$ cat src/hw/rtl/u8d_pkg.sv
// Shared types and constants for the UTF-8 stream decoder with Latin-1 fallback.
package u8d_pkg;

    localparam int CP_W    = 21;
    localparam int MAX_RES = 4;
    localparam int CNT_W   = $clog2(MAX_RES + 1);
    localparam int IDX_W   = $clog2(MAX_RES);
    localparam int HC_N    = 2;

    localparam logic [1:0] CONT_TAG = 2'b10;
    localparam logic [1:0] LEAD_TAG = 2'b11;

    localparam logic [1:0] NEED_NONE = 2'd0;
    localparam logic [1:0] NEED_ONE  = 2'd1;
    localparam logic [1:0] NEED_TWO  = 2'd2;
    localparam logic [1:0] NEED_THREE = 2'd3;

    localparam logic [7:0] MASK_LEAD4 = 8'h07;
    localparam logic [7:0] MASK_LEAD3 = 8'h0f;
    localparam logic [7:0] MASK_LEAD2 = 8'h1f;
    localparam logic [7:0] MASK_CONT  = 8'h3f;

    typedef struct packed {
        logic [7:0] byte_in;
        logic       text_end;
    } t_in;

    typedef struct packed {
        logic [CP_W-1:0] code_point;
        logic            fell_back;
        logic            run_last;
    } t_out;

    typedef t_out [MAX_RES-1:0] t_out_list;

    typedef struct packed {
        logic [7:0]      lead;
        logic [1:0]      needed;
        logic [1:0]      seen;
        logic [CP_W-1:0] pv;
    } t_dec_state;

    typedef struct packed {
        logic       we;
        logic       addr;
        logic [7:0] data;
    } t_hc_wr;

    function automatic t_out raw_word(input logic [7:0] b, input logic fb);
        t_out w;
        w.code_point = {{(CP_W-8){1'b0}}, b};
        w.fell_back  = fb;
        w.run_last   = 1'b0;
        return w;
    endfunction

endpackage

$ cat src/hw/rtl/u8d_decode.sv
// Single-pass decode of one byte against the pending sequence into up to four words.
module u8d_decode (
    input  u8d_pkg::t_in                  i_in,
    input  u8d_pkg::t_dec_state           i_st,
    input  logic [u8d_pkg::HC_N-1:0][7:0] i_hc,
    output u8d_pkg::t_dec_state           o_st,
    output u8d_pkg::t_hc_wr               o_hc_wr,
    output u8d_pkg::t_out_list            o_list,
    output logic [u8d_pkg::CNT_W-1:0]     o_cnt
);
    import u8d_pkg::*;

    logic [7:0]       b;
    logic             is_cont;
    logic [1:0]       seen1;
    logic [CP_W-1:0]  pv1;
    logic [HC_N-1:0][7:0] hc_now;
    logic [1:0]       fl_n;
    logic             do_flush;
    logic             do_fresh;
    logic [CNT_W-1:0] cnt;
    t_out_list        res;

    assign b       = i_in.byte_in;
    assign is_cont = (b[7:6] == CONT_TAG);

    always_comb begin
        o_st     = i_st;
        o_hc_wr  = '0;
        res      = '0;
        cnt      = '0;
        hc_now   = i_hc;
        seen1    = i_st.seen + 2'd1;
        pv1      = {i_st.pv[CP_W-7:0], b[5:0]};
        fl_n     = i_st.seen;
        do_flush = 1'b0;
        do_fresh = 1'b0;

        if (i_st.needed != NEED_NONE) begin
            if (is_cont) begin
                if (i_st.seen < 2'd2) begin
                    o_hc_wr.we   = 1'b1;
                    o_hc_wr.addr = i_st.seen[0];
                    o_hc_wr.data = b;
                    hc_now[i_st.seen[0]] = b;
                end
                if (seen1 >= i_st.needed) begin
                    res[cnt[IDX_W-1:0]] = '{code_point: pv1, fell_back: 1'b0,
                                            run_last: 1'b0};
                    cnt         = cnt + 1'b1;
                    o_st.needed = NEED_NONE;
                    o_st.seen   = 2'd0;
                    o_st.pv     = '0;
                end else begin
                    o_st.seen = seen1;
                    o_st.pv   = pv1;
                    fl_n      = seen1;
                    do_flush  = i_in.text_end;
                end
            end else begin
                do_flush = 1'b1;
                do_fresh = 1'b1;
            end
        end else begin
            do_fresh = 1'b1;
        end

        if (do_flush) begin
            res[cnt[IDX_W-1:0]] = raw_word(i_st.lead, 1'b1);
            cnt = cnt + 1'b1;
            if (fl_n >= 2'd1) begin
                res[cnt[IDX_W-1:0]] = raw_word(hc_now[0], 1'b1);
                cnt = cnt + 1'b1;
            end
            if (fl_n >= 2'd2) begin
                res[cnt[IDX_W-1:0]] = raw_word(hc_now[1], 1'b1);
                cnt = cnt + 1'b1;
            end
            o_st.needed = NEED_NONE;
            o_st.seen   = 2'd0;
            o_st.pv     = '0;
        end

        if (do_fresh) begin
            if (b[7] == 1'b0) begin
                res[cnt[IDX_W-1:0]] = raw_word(b, 1'b0);
                cnt = cnt + 1'b1;
            end else if (is_cont) begin
                res[cnt[IDX_W-1:0]] = raw_word(b, 1'b1);
                cnt = cnt + 1'b1;
            end else begin
                o_st.lead = b;
                o_st.seen = 2'd0;
                if (b[7:4] == 4'hf) begin
                    o_st.needed = NEED_THREE;
                    o_st.pv     = {{(CP_W-8){1'b0}}, b & MASK_LEAD4};
                end else if (b[7:5] == 3'b111) begin
                    o_st.needed = NEED_TWO;
                    o_st.pv     = {{(CP_W-8){1'b0}}, b & MASK_LEAD3};
                end else begin
                    o_st.needed = NEED_ONE;
                    o_st.pv     = {{(CP_W-8){1'b0}}, b & MASK_LEAD2};
                end
                if (i_in.text_end) begin
                    res[cnt[IDX_W-1:0]] = raw_word(b, 1'b1);
                    cnt = cnt + 1'b1;
                    o_st.needed = NEED_NONE;
                    o_st.seen   = 2'd0;
                    o_st.pv     = '0;
                end
            end
        end

        if (cnt != '0) begin
            res[IDX_W'(cnt - 1'b1)].run_last = 1'b1;
        end
    end

    assign o_list = res;
    assign o_cnt  = cnt;

endmodule

$ cat src/hw/rtl/u8d_outbuf.sv
// Result register: holds one byte's batch of words and hands them out one per cycle while the output is ready.
module u8d_outbuf (
    input  logic                      i_clk,
    input  logic                      i_rst_n,
    input  logic                      i_load,
    input  u8d_pkg::t_out_list        i_list,
    input  logic [u8d_pkg::CNT_W-1:0] i_cnt,
    output logic                      o_free,
    output logic                      o_out_valid,
    input  logic                      i_out_ready,
    output u8d_pkg::t_out             o_out
);
    import u8d_pkg::*;

    t_out             r_res [MAX_RES];
    logic [CNT_W-1:0] r_left;
    logic [IDX_W-1:0] r_idx;
    logic             take;

    assign o_out_valid = (r_left != '0);
    assign take        = o_out_valid && i_out_ready;
    assign o_free      = (r_left == '0) || ((r_left == CNT_W'(1)) && i_out_ready);
    assign o_out       = r_res[r_idx];

    always_ff @(posedge i_clk) begin
        if (!i_rst_n) begin
            r_left <= '0;
            r_idx  <= '0;
        end else if (i_load) begin
            r_left <= i_cnt;
            r_idx  <= '0;
        end else if (take) begin
            r_left <= r_left - 1'b1;
            r_idx  <= r_idx + 1'b1;
        end
    end

    always_ff @(posedge i_clk) begin
        if (i_load) begin
            for (int k = 0; k < MAX_RES; k++) begin
                r_res[k] <= i_list[k];
            end
        end
    end

endmodule

$ cat src/hw/rtl/utf8_stream_decoder_latin1_fallback.sv
// Top level of the UTF-8 stream decoder with Latin-1 fallback.
// Each accepted byte passes the input register, then the result register.
// Throughput: one byte per cycle while the output is ready and bytes yield at most one word;
// a byte with more (fallback bursts, up to 4) holds the result register until they drain.
// Reset: synchronous, clears sequence state and both registers' valid state;
// held continuation bytes are not reset.
module utf8_stream_decoder_latin1_fallback (
    input  logic          i_clk,
    input  logic          i_rst_n,
    input  logic          i_in_valid,
    output logic          o_in_ready,
    input  u8d_pkg::t_in  i_in,
    output logic          o_out_valid,
    input  logic          i_out_ready,
    output u8d_pkg::t_out o_out
);
    import u8d_pkg::*;

    logic                 r_in_valid;
    t_in                  r_in;
    t_dec_state           r_st;
    t_dec_state           n_st;
    logic [HC_N-1:0][7:0] r_hc;
    t_hc_wr               hc_wr;
    t_out_list            dec_list;
    logic [CNT_W-1:0]     dec_cnt;
    logic                 buf_free;
    logic                 load;

    assign load       = r_in_valid && buf_free;
    assign o_in_ready = !r_in_valid || load;

    always_ff @(posedge i_clk) begin
        if (!i_rst_n) begin
            r_in_valid <= 1'b0;
        end else if (i_in_valid && o_in_ready) begin
            r_in_valid <= 1'b1;
        end else if (load) begin
            r_in_valid <= 1'b0;
        end
    end

    always_ff @(posedge i_clk) begin
        if (i_in_valid && o_in_ready) begin
            r_in <= i_in;
        end
    end

    always_ff @(posedge i_clk) begin
        if (!i_rst_n) begin
            r_st <= '0;
        end else if (load) begin
            r_st <= n_st;
        end
    end

    always_ff @(posedge i_clk) begin
        if (load && hc_wr.we) begin
            r_hc[hc_wr.addr] <= hc_wr.data;
        end
    end

    u8d_decode u_decode (
        .i_in    (r_in),
        .i_st    (r_st),
        .i_hc    (r_hc),
        .o_st    (n_st),
        .o_hc_wr (hc_wr),
        .o_list  (dec_list),
        .o_cnt   (dec_cnt)
    );

    u8d_outbuf u_outbuf (
        .i_clk       (i_clk),
        .i_rst_n     (i_rst_n),
        .i_load      (load),
        .i_list      (dec_list),
        .i_cnt       (dec_cnt),
        .o_free      (buf_free),
        .o_out_valid (o_out_valid),
        .i_out_ready (i_out_ready),
        .o_out       (o_out)
    );

`ifndef SYNTHESIS
    a_idle_no_seen: assert property (@(posedge i_clk) disable iff (!i_rst_n)
        (r_st.needed == NEED_NONE) |-> (r_st.seen == 2'd0))
        else $error("continuations counted with no sequence pending");

    a_seen_below_needed: assert property (@(posedge i_clk) disable iff (!i_rst_n)
        (r_st.needed != NEED_NONE) |-> (r_st.seen < r_st.needed))
        else $error("pending sequence already complete");

    a_idle_no_bits: assert property (@(posedge i_clk) disable iff (!i_rst_n)
        (r_st.needed == NEED_NONE) |-> (r_st.pv == '0))
        else $error("stale partial value with no sequence pending");

    a_lead_tag: assert property (@(posedge i_clk) disable iff (!i_rst_n)
        (r_st.needed != NEED_NONE) |-> (r_st.lead[7:6] == LEAD_TAG))
        else $error("pending sequence held by a non-lead byte");
`endif

endmodule
$ cat config.mk
export PLATFORM = sky130hd
export DESIGN_NAME = utf8_stream_decoder_latin1_fallback
export DESIGN_NICKNAME = d
export VERILOG_FILES = /design/src/hw/rtl/u8d_pkg.sv /design/src/hw/rtl/u8d_decode.sv /design/src/hw/rtl/u8d_outbuf.sv /design/src/hw/rtl/utf8_stream_decoder_latin1_fallback.sv
export SDC_FILE = /design/constraint.sdc
export NUM_CORES = 1
export LEC_CHECK = 0
export BUFFER_PORTS_ARGS = -buffer_cell sky130_fd_sc_hd__buf_2
export CAP_MARGIN = 20
export CORE_MARGIN = 2
export CORE_UTILIZATION = 68
export CTS_BUF_LIST = sky130_fd_sc_hd__clkbuf_16
export DETAILED_ROUTE_END_ITERATION = 12
export HOLD_SLACK_MARGIN = 0.05
export PLACE_DENSITY = 0.87
export SYNTH_ARGS = -nofsm -noshare
export SYNTH_HDL_FRONTEND = slang
export SYNTH_HIERARCHICAL = 1
export SYNTH_SLANG_ARGS = --single-unit
$ cat constraint.sdc
create_clock -name i_clk -period 8.3 [get_ports i_clk]
set_input_delay 0.83 -clock i_clk [delete_from_list [all_inputs] [get_ports i_clk]]
set_output_delay 0.83 -clock i_clk [all_outputs]
set_load 0.1 [all_outputs]
After elaboration in Yosys (flattened, before gate mapping). Memory sizes are Yosys's and may differ from the RTL's. A register that Yosys moved wholly into a read port is not among the register bits. Cells that the tools add are included.

Logic and storage cells: 147. Memory bits (writable): 92. Input port bits: 13. Bits in registers: 64. Memories: 1. Output and inout port bits: 25.

Reductions and logical operators: 23. Multiplexer cells: 80. Magnitude comparators: 18. Add/sub/neg operators: 8. Eq/ne operators: 4. Bitwise operators: 2.

Memories: u_outbuf.r_res (depth 4, bits a word 23, read ports 1, clocked after memory_dff 1, wr ports 4, RTL line u8d_outbuf.sv:15) `t_out r_res [MAX_RES];`.

Operators with widths (count): 92-bit two-way mux (9); 92-bit bitwise mux (6); 23-bit demux with 2-bit select (5); 23-bit two-way mux (8); 25-bit two-way mux (7); 16-bit two-way mux (3); 3-bit two-way mux (12); 16-bit bitwise mux (2); 10-bit two-way mux (3); 8-bit demux with 1-bit select (2); 2-bit two-way mux (8); 8-bit two-way mux (2); 2-bit by 3-bit < comparator with 1-bit output (second input constant) (5); 3-bit by 1-bit adder with 3-bit output (second input constant) (4); 2-bit by 1-bit >= comparator with 1-bit output (second input constant) (6); 1-bit logical AND (12); 1-bit two-way mux (11); 5-bit two-way mux (2); 2-bit nonzero test (3); 3-bit nonzero test (2); 2-bit by 1-bit adder with 2-bit output (second input constant) (2); 4-bit equality test (second input constant) (1); 1-bit by 2-bit < comparator with 1-bit output (second input constant) (2); 4-bit AND reduction (1); other kinds (14) (17).

Longest topological paths before layout. Gate-level depths: netlist of run 1.

Word-level depth: 24. Depth in mapped cells: 24. Mapped depth without buffers: 22.

By module. Netlist of run 1, hierarchy kept.

By module, submodules not included: u8d_outbuf (seq. area each 2902.8 sq um, instances 1, cells each 160, area an instance 3652.3 sq um); u8d_decode (seq. area each 0.0 sq um, instances 1, cells each 327, area an instance 2204.6 sq um); utf8_stream_decoder_latin1_fallback (seq. area each 1431.4 sq um, instances 1, cells each 185, area an instance 2200.9 sq um).

Least setup slack after synthesis of run 1. OpenSTA, ideal clock, no wires.

Path type: reg-to-reg. Start: register r_st[22] (netlist bit). End: memory u_outbuf/r_res[2][4] (netlist bit) (data pin). Stages on the path, launching flop included: 25. Data required time: 8043 ps. Data arrival time: 4528 ps. Clock period less this slack: 4784 ps. Setup time: 257 ps. Path buffers: 3. Setup slack: 3516 ps. Path through: dfxtp_1 > buf_2 > inv_1 > ha_1 > inv_1 > ha_1 > inv_2 > o21ai_2 > inv_2 > clkbuf_1 > ha_1 > nand3_1 > o31ai_1 > inv_1 > ha_1 > inv_1 > o211ai_1 > mux2i_1 > or2_1 > inv_1 > ha_1 > and2_1 > buf_1 > a21o_1 > a32o_1.

RTL lines: start, declared (RTL line utf8_stream_decoder_latin1_fallback.sv:21) `t_dec_state r_st;`; start signal, assigned (RTL line utf8_stream_decoder_latin1_fallback.sv:53) `r_st <= n_st;`; end, declared (RTL line u8d_outbuf.sv:15).

==> results of run 1 <==
## metrics by stage
step | instances | hold slack (ns) | setup WS [ns] | power, mW
after floorplan | 672 | 0.436 | 3.59 | 1.88
after global placement | 766 | 0.459 | 3.11 | 1.97
after detailed placement | 766 | 0.468 | 2.81 | 2.00
after CTS | 798 | 0.481 | 2.70 | 2.74
after global routing | 799 | 0.487 | 2.28 | 2.84
final | 799 | 0.480 | 2.56 | 2.73
## registers in the layout (all words and copies together) (netlist names), named ones only
register,count
u_outbuf/r_idx,2
u_outbuf/r_left,3
r_st,27
r_in,9
r_in_valid,1
u_outbuf/r_res,92
r_hc,16
## power breakdown
part	leakage, nW	switching, mW	internal (mW)	total (mW)
Combinational	1.43	0.744	0.198	0.942
Sequential	1.41	0.0631	0.982	1.05
Clock	0.279	0.306	0.442	0.748
Total	3.12	1.11	1.62	2.73
## layer usage
layer	GRT usage, %	vias up
li1	-	2345
met5	0	-
met1	38.0	2478
met3	7.27	35
met2	42.2	242
met4	7.83	0
## area by class of cell
cell class	count	area, µm²
Clock inverter	15	150
Clock buffer	17	425
Fill cell	674	2650
Inverter	25	93.8
Tap cell	140	175
Multi-Input combinational cell	407	3040
Timing Repair Buffer	43	238
Sequential cell	152	4210
## worst max-delay path, delay by kind of cell, from the launching register on
kind / cells / cell delay [ns]
compound gates: 4 / 1.32
simple gates: 4 / 0.72
buf+inv: 6 / 0.85
fa+ha+maj: 5 / 1.75
mux: 1 / 0.24
flops: 1 / 0.59
## worst paths after layout
path	startpoint	cells past startpoint	endpoint
setup / recovery	r_st[22]	20	u_outbuf/r_res[3][3]
hold / removal	r_st[31]	2	r_st[31]
setup reg to reg	r_st[22]	20	u_outbuf/r_res[3][3]
hold reg to reg	r_st[31]	2	r_st[31]
==> impl_results.md, run 1 <==
* Largest net degree at the start of global routing at 73
* DRT Pass-1 Iters at 6
* Clock skew at 0.00728 ns
* First-pass GRT wire length at 26100 µm
* Max Cap Violations at 0
* Crit-path max FO at 16
* WL met1 at 6850 µm
* CP most frequent cell: ha_1
* Port bufs at 37
* DIE WIDTH at 111 µm
* Met2 WL post-DR at 7560 µm
* Final Critical Period at 5.74 ns
* PostCTS Resize Cnt at 0
* RSZ-0062 raised after global routing: false
* Postcts setup bufs at 0
* Commonest non-fill, non-tap cell in the layout: edfxtp_1
* Post-Route Setup TNS at 0 ns
* Area after DPL at 0.00774 mm²
* Hold Buf Count CTS at 0
* Slew margin rel. at 33.3%
* Routed Antenna Nets at 0
* Nets at 674
* Highest Signal Layer: met4
* Clk slew on worst S/H paths at 0.06 ns
* WP data required at 8.47 ns
* Top-level I/O count at 38
* Hold WC Path Type: reg -> reg
* Die area at 0.0123 mm²
* Max Slew Vio Count at 0
* Max rail drop VDD at 0.247 mV
* Layout area overhead at 7.51%
* Worst slew pin tran at 1.00 ns
* Period utilization at 69.2%
* WP data arrival at 5.91 ns
* Most frequent cells in the layout: 117 x edfxtp_1, 52 x nand2_1, 42 x conb_1
* Initial antenna violation count at 0
* Syn Inst Count at 632
* CTS Sinks at 152
* H-Tree Depth at 4
* Mapped Area at 0.00775 mm²
* Critical path type: reg -> reg
* R2R setup slack at 2.56 ns
* Max frequency at 174 MHz
* Row cnt at 38
* Gr ovfl total at 0
* Final core utilization at 75.9%
* Routed vias at 5100
* Placer congestion estimate at 0.971
* Via density at 6.38
* GRT Overall Usage at 27.1%
* Leakage at 3.12 nW
* Root Buffer: clkbuf_16
* DR WL met3 at 1340 µm
* Cts bufs inserted at 17
* DRT iter0 DRCs at 567
* Clock Path Buffers at 2
* Startpoint Class: flop
* Crit-path cells: inv_1, ha_1, inv_1, ha_1, inv_2, o21ai_2, inv_2, ha_1, nand3_1, o31ai_1, inv_1, ha_1, inv_1, o211ai_1, mux2i_1, or2_1, ha_1, nand2_1, and3_1, a22o_1
* Antenna diodes at 0
* Finished Cell Area at 0.00833 mm²
* Routed len/inst at 20.1 µm
* CP max-delay cell: dfxtp_1
* Final Hold Fails at 0
* Share of layout cells above drive strength 1 at 23.4%
* CTS tree: built
* HPWL after DPL at 10800 µm
* Pwr dens at 328 mW/mm²
* Syn. warnings at 6
* Vias in the first global route at 4996
* Routed wire length at 16000 µm
* Vert. Die Dim at 111 µm
* Starting Density at 70.6%
* Worst Setup End Kind: flop
* Critical Path Max Stage Delay at 0.59 ns
* Insertion delay to the later sink of the worst-skew pair at 0.42 ns
* Final setup vio count at 0
* Avg Synthesized Cell Area at 12.3 µm²
* Core box area at 0.0110 mm²
* DRC viols at 0
* Outcome: finished clean
Power figures use the tool's default switching activity.
==> run 2, diff against run 1 <==
--- a/config.mk
+++ b/config.mk
@@ -5,14 +5,15 @@
 export SDC_FILE = /design/constraint.sdc
 export NUM_CORES = 1
 export LEC_CHECK = 0
+export ABC_AREA = 1
 export BUFFER_PORTS_ARGS = -buffer_cell sky130_fd_sc_hd__buf_2
 export CAP_MARGIN = 20
 export CORE_MARGIN = 2
-export CORE_UTILIZATION = 68
+export CORE_UTILIZATION = 63
 export CTS_BUF_LIST = sky130_fd_sc_hd__clkbuf_16
 export DETAILED_ROUTE_END_ITERATION = 12
 export HOLD_SLACK_MARGIN = 0.05
-export PLACE_DENSITY = 0.87
+export PLACE_DENSITY = 0.81
 export SYNTH_ARGS = -nofsm -noshare
 export SYNTH_HDL_FRONTEND = slang
 export SYNTH_HIERARCHICAL = 1
==> constraint.sdc (replaced) <==
create_clock -name i_clk -period 6 [get_ports i_clk]
set_input_delay 0.6 -clock i_clk [delete_from_list [all_inputs] [get_ports i_clk]]
set_output_delay 0.6 -clock i_clk [all_outputs]
set_load 0.1 [all_outputs]
==> run 2 against run 1 <==
Net effect:
- first-iteration DRC count grew 32%
- sequential power grew 44%
- critical endpoint is now u_outbuf/r_left[2]
- combinational power is 100% higher
- global-route usage down 0.67 points
- largest cell class unchanged
- largest power group is now combinational logic
==> impl_results.md, run 2 <==
* Outcome: finished clean
* Startpoint Class: flop
* Clock skew at 0.00625 ns
* Worst slew pin tran at 1.07 ns
* Syn. warnings at 6
* Area after DPL at 0.00834 mm²
* First-pass GRT wire length at 28800 µm
* Most frequent cells in the layout: 167 x nand2_1, 118 x nor2_1, 117 x edfxtp_1
* Largest regs: u_outbuf/r_res: 92 flops, r_st: 27 flops, r_hc: 16 flops
* Hold Crit Endpoint: r_in[7]
* Critical path type: reg -> reg
* Finished Cell Area at 0.00895 mm²
* Mapped Area at 0.00832 mm²
* Layout area overhead at 7.56%
* Max Cap Violations at 0
* RR Endpoint: u_outbuf/r_left[2]
* Core box area at 0.0128 mm²
* Slew margin rel. at 28.7%
* DRT iter0 DRCs at 750
* Max rail drop VDD at 0.371 mV
* Biggest register: u_outbuf/r_res
* Period utilization at 75.6%
* Nets at 956
* Hold Buf Count CTS at 0
* Worst hold path depth at 1
* CTS tree: built
* Hold WC Path Type: in -> reg
* Share of layout cells above drive strength 1 at 19.7%
* Avg Synthesized Cell Area at 9.20 µm²
* Worst Setup End Kind: flop
* Initial antenna violation count at 0
* Clock Path Buffers at 2
* HPWL after DPL at 12200 µm
* Antenna diodes at 0
* Routed wire length at 17800 µm
* Routed vias at 6147
* Crit-path max FO at 9
* GRT Overall Usage at 26.4%
* Row cnt at 41
* Pwr dens at 495 mW/mm²
* Postcts setup bufs at 0
* Final core utilization at 70.1%
* Routed len/inst at 16.0 µm
* Routed Antenna Nets at 0
* Top-level I/O count at 38
* RSZ-0062 raised after global routing: false
* Worst hold slack at 0.352 ns
* RR Startpoint: r_st[22]
* Final Hold Fails at 0
* Clk slew on worst S/H paths at 0.06 ns
* R2R setup slack at 1.46 ns
* Max Slew Vio Count at 0
* Leakage at 3.72 nW
* WP data arrival at 4.90 ns
* Final setup vio count at 0
* DRT Pass-1 Iters at 5
* Hold_sp: i_in[7]
* Vert. Die Dim at 119 µm
* Placer congestion estimate at 0.948
* Die area at 0.0141 mm²
* Reg2Reg Depth at 27
* Max reg flops at 92
* Cts bufs inserted at 17
* Largest net degree at the start of global routing at 90
* PostCTS Resize Cnt at 0
* Port bufs at 37
* Root Buffer: clkbuf_16
* Final Critical Period at 4.54 ns
* Syn Inst Count at 905
* CTS Sinks at 152
* H-Tree Depth at 4
* WP data required at 6.36 ns
* Starting Density at 65.2%
* Gr ovfl total at 0
* DIE WIDTH at 119 µm
* DRC viols at 0
* Insertion delay to the later sink of the worst-skew pair at 0.42 ns
* Commonest non-fill, non-tap cell in the layout: nand2_1
* Via density at 5.52
* Post-Route Setup TNS at 0 ns
* Max frequency at 220 MHz
* Vias in the first global route at 5750
[run 2: critical path, cell delays in order (launching register included)]
cell     delay (ns)
dfxtp_1        0.52
inv_1          0.09
ha_1           0.28
inv_1          0.06
ha_1           0.27
o21ai_1        0.06
nand2_1        0.28
inv_1          0.19
ha_1           0.32
inv_1          0.03
nand2_1        0.05
nand2_1        0.04
inv_1          0.08
nand3_4        0.13
ha_1           0.55
inv_1          0.07
nand2_1        0.09
nand3_2        0.10
nand2_2        0.15
ha_1           0.22
inv_1          0.09
ha_1           0.28
inv_1          0.04
nor2_1         0.17
nand2_1        0.08
nand2_1        0.11
nor2_1         0.04
nor2_1         0.07
[run 2: stage by stage]
stage | std cells | setup slack, ns | power, mW
after floorplan | 945 | 1.74 | 3.12
after global placement | 1079 | 1.64 | 3.37
after detailed placement | 1079 | 1.51 | 3.39
after CTS | 1111 | 1.49 | 4.43
after global routing | 1113 | 0.960 | 4.68
final | 1113 | 1.46 | 4.44
[run 2: how the worst max path moves through the flow]
| stage | startpoint | to | cells past startpoint |
|---|---|---|---|
| global placement | r_st[22] | u_outbuf/r_left[2] | 27 |
| floorplan | r_st[22] | u_outbuf/r_left[2] | 29 |
| global route | r_st[22] | u_outbuf/r_left[2] | 27 |
| detailed placement | r_st[22] | u_outbuf/r_left[2] | 27 |
| CTS | r_st[22] | u_outbuf/r_left[2] | 27 |
| finish | r_st[22] | u_outbuf/r_left[2] | 27 |
[run 2: area by class of cell]
cell class,count,area (µm²)
repair buffers,43,248
flip-flops and latches,152,4210
inverters,97,375
clock buffers,17,425
multi-input cells,617,3320
well taps,172,215
fillers,945,3820
clock inverters,15,154
[run 2: power by group]
part | switching (mW) | internal (mW) | leakage [nW] | total (mW)
sequential | 0.117 | 1.39 | 1.39 | 1.51
clock | 0.420 | 0.611 | 0.267 | 1.03
combinational | 1.47 | 0.422 | 2.06 | 1.90
[run 2: routing by layer]
metal / part of all wire, % / up-vias / routed length (µm) / global-route usage, %
met5: 0 / - / 0 / 0
met4: 2.3 / 0 / 416 / 10.7
met3: 9.7 / 47 / 1730 / 7.28
met2: 45 / 296 / 8010 / 39.7
met1: 43 / 2820 / 7630 / 36.4
li1: - / 2984 / - / -
